===== config.mk =====
export PLATFORM = sky130hd
export DESIGN_NAME = tmtw_cursor
export DESIGN_NICKNAME = d
export VERILOG_FILES = /design/src/tmtw_pkg.sv /design/src/tmtw_cursor.sv
export SDC_FILE = /design/constraint.sdc
export NUM_CORES = 1
export LEC_CHECK = 0
export ABC_AREA = 1
export ABC_CLOCK_PERIOD_IN_PS = 3200
export BUFFER_PORTS_ARGS = -buffer_cell sky130_fd_sc_hd__clkbuf_2
export CAP_MARGIN = 20
export CORE_MARGIN = 10
export CORE_UTILIZATION = 45
export DETAILED_ROUTE_END_ITERATION = 8
export PLACE_DENSITY = 0.81
export SLEW_MARGIN = 40
export SYNTH_ARGS = -nofsm -noshare
export SYNTH_HDL_FRONTEND = slang
export SYNTH_SLANG_ARGS = --single-unit

===== constraint.sdc =====
create_clock -name vclk -period 3.2
set_input_delay 0.16 -clock vclk [all_inputs]
set_output_delay 0.16 -clock vclk [all_outputs]
set_load 0.02 [all_outputs]

===== src/tmtw_pkg.sv =====
// Shared types and constants for the text-mode terminal writer.
// No dependencies; the cursor unit, the top level, the checkers and the testbench refer to it.
`timescale 1ns / 1ps

package tmtw_pkg;

    localparam logic       OP_PUT     = 1'b0;
    localparam logic       OP_READ    = 1'b1;

    localparam logic [7:0] CH_NEWLINE = 8'd10;
    localparam logic [7:0] CH_TAB     = 8'd9;

    localparam logic [7:0]  COLOR_RESET = 8'd7;
    localparam logic [15:0] CLEAR_CELL  = 16'h0720;
    localparam logic [15:0] BLANK_CELL  = 16'h0020;

    // status of one put, cursor unit to control
    typedef struct packed {
        logic written;
        logic scroll;
    } put_flags_t;

    // one result beat
    typedef struct packed {
        logic [4:0]  cursor_row;
        logic [6:0]  cursor_column;
        logic [15:0] cell_data;
        logic        cell_written;
        logic        did_scroll;
    } rsp_item_t;

endpackage


===== src/tmtw_cursor.sv =====
// Cursor advance for one put: newline, tab or stored character, with wrap and scroll.
// Depends on tmtw_pkg.
`timescale 1ns / 1ps

module tmtw_cursor #(
    parameter int ROWS    = 25,
    parameter int COLUMNS = 80
) (
    input  logic [$clog2(ROWS)-1:0]    row,
    input  logic [$clog2(COLUMNS)-1:0] col,
    input  logic [7:0]                 char_code,
    output logic [$clog2(ROWS)-1:0]    row_new,
    output logic [$clog2(COLUMNS)-1:0] col_new,
    output tmtw_pkg::put_flags_t       flags
);

    localparam int RW = $clog2(ROWS);
    localparam int CW = $clog2(COLUMNS);

    logic          is_nl;
    logic          is_tab;
    logic [CW:0]   col_ext;
    logic [CW:0]   col_adv;
    logic          wrap;
    logic          at_bottom;

    assign is_nl     = (char_code == tmtw_pkg::CH_NEWLINE);
    assign is_tab    = (char_code == tmtw_pkg::CH_TAB);
    assign col_ext   = {1'b0, col};
    // tab goes to the next multiple of four
    assign col_adv   = is_tab ? ((col_ext | (CW+1)'(3)) + (CW+1)'(1))
                              : (col_ext + (CW+1)'(1));
    assign wrap      = is_nl || (col_adv >= (CW+1)'(COLUMNS));
    assign at_bottom = (row == RW'(ROWS - 1));

    always_comb
    begin
        row_new       = row;
        col_new       = col_adv[CW-1:0];
        flags.written = !is_nl && !is_tab;
        flags.scroll  = 1'b0;
        if (wrap)
        begin
            col_new = '0;
            if (at_bottom)
            begin
                flags.scroll = 1'b1;
            end
            else
            begin
                row_new = row + RW'(1);
            end
        end
    end

endmodule


==> flow_metrics.env, run 1 <==
export IMPL_status="completed"
export IMPL_cp_max_fo=11
export IMPL_synth_top_area_share_pct=24.5
export IMPL_nClkBuffers=0
export IMPL_synthTopCellsByArea="nand2_1 24%, inv_1 12%, nand3_1 11%"
export IMPL_synth_area_um2=613
export IMPL_layout_drive_gt1_share_pct=33.6
export IMPL_drv_cap=0
export IMPL_avgSynthCellArea_um2=5.29
export IMPL_die_area_um2=3240
export IMPL_postCtsSetupRepairBufs=0
export IMPL_dr_pass1_iters=4
export IMPL_setup_viol=0
export IMPL_synth_top_area_cell="nand2_1"
export IMPL_fin_tns_setup_ps=0
export IMPL_hold_class="input port to primary output"
export IMPL_ys_types=18
export IMPL_routed_wl_um=1770
export IMPL_wire_per_inst_um=10.8
export IMPL_cts_resized=0
export IMPL_seq_area_frac_synth_pct=0
export IMPL_grt_pass1_vias=800
export IMPL_power_density_nw_per_um2=147
export IMPL_yosys_warnings=0
export IMPL_critPathCaptureType="primary output"
export IMPL_io_pin_count=34
export IMPL_ff_latch_area_um2=0
export IMPL_initial_utilization_pct=47.7
export IMPL_antenna_found_initial=0
export IMPL_place_congestion=0.844
export IMPL_chipHeight_um=56.9
export IMPL_cp_required_ps=3040
export IMPL_hold_buffers=0
export IMPL_multi_input_comb_area_um2=531
export IMPL_finalMaxSlewViolations=0
export IMPL_drcViolationCount=0
export IMPL_final_common_cell="nand2_1"
export IMPL_fin_nets=175
export IMPL_vias=785
export IMPL_grt_pass1_wl_um=3200
export IMPL_final_cells=164
export IMPL_fmax_mhz=527
export IMPL_timing_worst_setup_path_type="input port to primary output"
export IMPL_seq_cells=0
export IMPL_rows=13
export IMPL_die_w_um=56.9
export IMPL_max_slew_worst_pin_slew_ps=447
export IMPL_layout_common_cells="40 x nand2_1, 34 x clkbuf_2, 19 x inv_1"
export IMPL_drtAntennaViolNets=0
export IMPL_cp_start_kind="input port"
export IMPL_finalCritPeriodShare_pct=59.3
export IMPL_relSlewSlack_pct=70.0
export IMPL_area_growth_pct=29.0
export IMPL_synth_cells=116
export IMPL_io_buffer_count=34
export IMPL_p_leak_nw=0.495
export IMPL_grtUsageTotal_pct=10.8
export IMPL_period_minus_slack_ps=1900
export IMPL_diodes=0
export IMPL_vdd_drop_max_uv=71.6
export IMPL_first_iter_violations=18
export IMPL_place_hpwl_um=1600
export IMPL_final_hold_viol_count=0
export IMPL_worstPathArrival_ps=1740
export IMPL_n_fill_cell=140
export IMPL_dp_cells=164
export IMPL_rsz0062_at_grt="no"
export IMPL_overflow=0
export IMPL_grt_max_degree=12
export IMPL_core_area_um2=1280
export IMPL_vias_per_cell=4.79
export IMPL_syn_num_nets=140
final timing paths:
| check | start | end | slack (ps) | depth (start not counted) |
|---|---|---|---|---|
| max | col[2] | row_new[2] | 1300 | 15 |
| min | col[0] | col_new[0] | 670 | 3 |
metrics by stage:
step	hold WS [ps]	power, W	utilization, %	instance area, um^2	setup slack (ps)
detailed placement	670	0.000117	61.5	791	1310
finish	672	0.000116	61.5	791	1300
CTS	670	0.000118	61.5	791	1310
global placement	678	0.000115	61.5	791	1370
floorplan	400	0.0000772	-	613	1590
global route	692	0.000131	61.5	791	1090
critical path, stage by stage:
cell and delay [ps]:
clkbuf_2 180, ha_1 230, inv_1 80, nor2_2 160
nand2_1 70, nand2_1 60, nand2_1 50, nand2_1 50
nand2_1 70, inv_1 90, nand2_4 90, nand2_4 150
nand2_1 70, nand2_1 60, clkbuf_2 160
where the power goes:
group	total (W)	leakage [nW]	internal (W)	switching, W
combinational	0.000116	0.495	0.0000429	0.0000734
sequential	0	0	0	0
clock	0	0	0	0
total	0.000116	0.495	0.0000429	0.0000734
layout make-up:
type                       instances  share of cell area (%)
multi-input combinational         96                    67.1
tap                               15                    2.37
inverter                          19                    9.02
timing repair buffer              34                    21.5
Yosys cell counts, drive strengths merged:
| cell | count |
|---|---|
| a21oi | 3 |
| ha | 4 |
| xnor2 | 3 |
| nand2 | 44 |
| nor2 | 15 |
| buf | 1 |
| o21ai | 1 |
| xor2 | 4 |
| nor3 | 3 |
| a31oi | 1 |
| nand3 | 15 |
| inv | 19 |
| and2 | 2 |
| or2 | 1 |
cells by family after synthesis:
kind of cell,count (synthesis),share of synthesized area (%)
compound gates,5,6.73
xor+xnor,7,10.0
fa+ha+maj,4,8.16
buf+inv,20,13.5
simple gates,80,61.6
per-layer routing:
layer	vias to the layer above	GRT usage, %	share of wire [%]	wire [um]
li1	425	-	-	-
met1	338	12.0	43	752
met2	22	20.8	51	903
met3	0	2.47	6.3	112
met4	0	0.671	0	0
met5	-	0	0	0
No activity file was read; power rests on OpenSTA's default activity.
==> inputs of run 2 (changes only) <==
- ABC_AREA: 1 -> 0
- ABC_CLOCK_PERIOD_IN_PS: 3200 -> 1600
- CORE_UTILIZATION: 45 -> 41
- PLACE_DENSITY: 0.81 -> 0.8
- clock period: 3.2 -> 1.6 ns (I/O delays scaled with it)
==> flow_metrics.env, run 2 <==
export IMPL_cp_start_kind="input port"
export IMPL_worstPathArrival_ps=2050
export IMPL_layout_drive_gt1_share_pct=79.0
export IMPL_use_met1_pct=11.9
export IMPL_cp_required_ps=1520
export IMPL_setup_slack_ps=-527
export IMPL_initial_utilization_pct=42.9
export IMPL_vias=831
export IMPL_die_area_um2=3180
export IMPL_setup_viol=13
export IMPL_critPathCaptureType="primary output"
export IMPL_total_power_w=0.000386
export IMPL_n_fill_cell=38
export IMPL_p_leak_nw=0.553
export IMPL_fmax_mhz=470
export IMPL_drcViolationCount=0
export IMPL_timing_worst_setup_path_type="input port to primary output"
export IMPL_seq_cells=0
export IMPL_final_common_cell="buf_4"
export IMPL_ff_latch_area_um2=0
export IMPL_fin_nets=150
export IMPL_grt_pass1_wl_um=3640
export IMPL_final_hold_viol_count=0
export IMPL_diodes=0
export IMPL_grt_max_degree=7
export IMPL_synth_cells=62
export IMPL_layout_common_cells="28 x buf_4, 19 x clkbuf_2, 12 x buf_6"
export IMPL_io_buffer_count=34
export IMPL_grt_pass1_vias=848
export IMPL_first_iter_violations=18
export IMPL_avgSynthCellArea_um2=8.78
export IMPL_drtAntennaViolNets=0
export IMPL_die_w_um=56.4
export IMPL_syn_num_nets=86
export IMPL_grt_use_met2_pct=26.6
export IMPL_antenna_found_initial=0
export IMPL_grt_met3_usage_pct=3.37
export IMPL_rows=13
export IMPL_synth_most_common_cell="nor2_1"
export IMPL_rsz0062_at_grt="yes"
export IMPL_synth_area_um2=544
export IMPL_ys_types=39
export IMPL_area_growth_pct=119
export IMPL_violations="negative setup slack"
export IMPL_period_minus_slack_ps=2130
export IMPL_dr_pass1_iters=4
export IMPL_multi_input_comb_area_um2=683
export IMPL_cp_max_fo=5
export IMPL_grtUsageTotal_pct=12.9
export IMPL_seq_area_frac_synth_pct=0
export IMPL_synth_top_area_share_pct=9.20
export IMPL_max_slew_worst_pin_slew_ps=318
export IMPL_top_usage_layer="met2"
export IMPL_routed_wl_um=3050
export IMPL_core_area_um2=1270
export IMPL_chipHeight_um=56.4
export IMPL_hold_buffers=0
export IMPL_io_pin_count=34
export IMPL_drv_cap=0
export IMPL_finalMaxSlewViolations=0
export IMPL_hold_class="input port to primary output"
export IMPL_wire_per_inst_um=21.9
export IMPL_status="complete, but fails checks"
export IMPL_place_hpwl_um=1680
export IMPL_vias_per_cell=5.98
export IMPL_final_cells=139
export IMPL_relSlewSlack_pct=78.7
export IMPL_synthTopCellsByArea="ha_1 9.2%, xnor2_1 6.4%, a221oi_2 5.5%"
export IMPL_dp_cells=131
export IMPL_nClkBuffers=0
export IMPL_yosys_warnings=0
export IMPL_overflow=0
export IMPL_power_density_nw_per_um2=324
export IMPL_synth_commonest_cells="5 x nor2_1, 4 x ha_1, 4 x xnor2_1"
export IMPL_vdd_drop_max_uv=263
export IMPL_place_congestion=0.798
export IMPL_finalCritPeriodShare_pct=133
export IMPL_synth_top_area_cell="ha_1"
[run 2: kinds of logic (layout without fill, tap and decap cells)]
group	after synthesis	in the layout	synth area share, %
simple gates	32	32	43.2
compound gates	15	15	29.9
xor+xnor	5	5	8.05
fa+ha+maj	4	4	9.20
mux	3	3	7.59
buf+inv	3	65	2.07
[run 2: worst paths after layout]
kind,to,cells after the start,slack [ps],from
worst min-delay path,row_new[4],3,530,row[4]
worst max-delay path,row_new[4],8,-530,char_code[6]
[run 2: worst max-delay path, stage by stage]
cell and delay [ps]:
clkbuf_2 120, or4_4 580, nor4b_4 330, a311oi_4 80, a21oi_4 280, o2111ai_1 210
xnor2_2 180, clkbuf_4 190
[run 2: final cells by class]
type                       count  area share [%]
timing repair buffer          62            40.1
inverter                       3           0.945
tap                           15            1.58
multi-input combinational     59            57.4
[run 2: through the flow]
stage	hold slack [ps]	setup WS [ps]	area, um^2	TNS [ps]	util (%)
after global routing	547	-598	1190	-6270	93.9
after global placement	501	-345	922	-3410	72.7
after CTS	521	-366	998	-3850	78.7
after floorplan	195	-166	583	-1500	-
final	531	-527	1190	-5530	93.9
after detailed placement	510	-380	922	-3910	72.7
[run 2: power breakdown]
part	switching (W)	internal, W
clock	0	0
combinational	0.000189	0.000198
sequential	0	0
total	0.000189	0.000198
[run 2: timing repair]
action | 4_1_cts | 5_1_grt
pin swaps | 3 | 16
setup endpoints to repair | 13 | 13
buffers inserted | 3 | 7
resized for setup | 12 | 45
[run 2: per-layer routing]
metal	vias up	wire, um
li1	368	-
met1	408	1150
met2	47	1610
met3	8	188
met4	0	99
met5	-	0
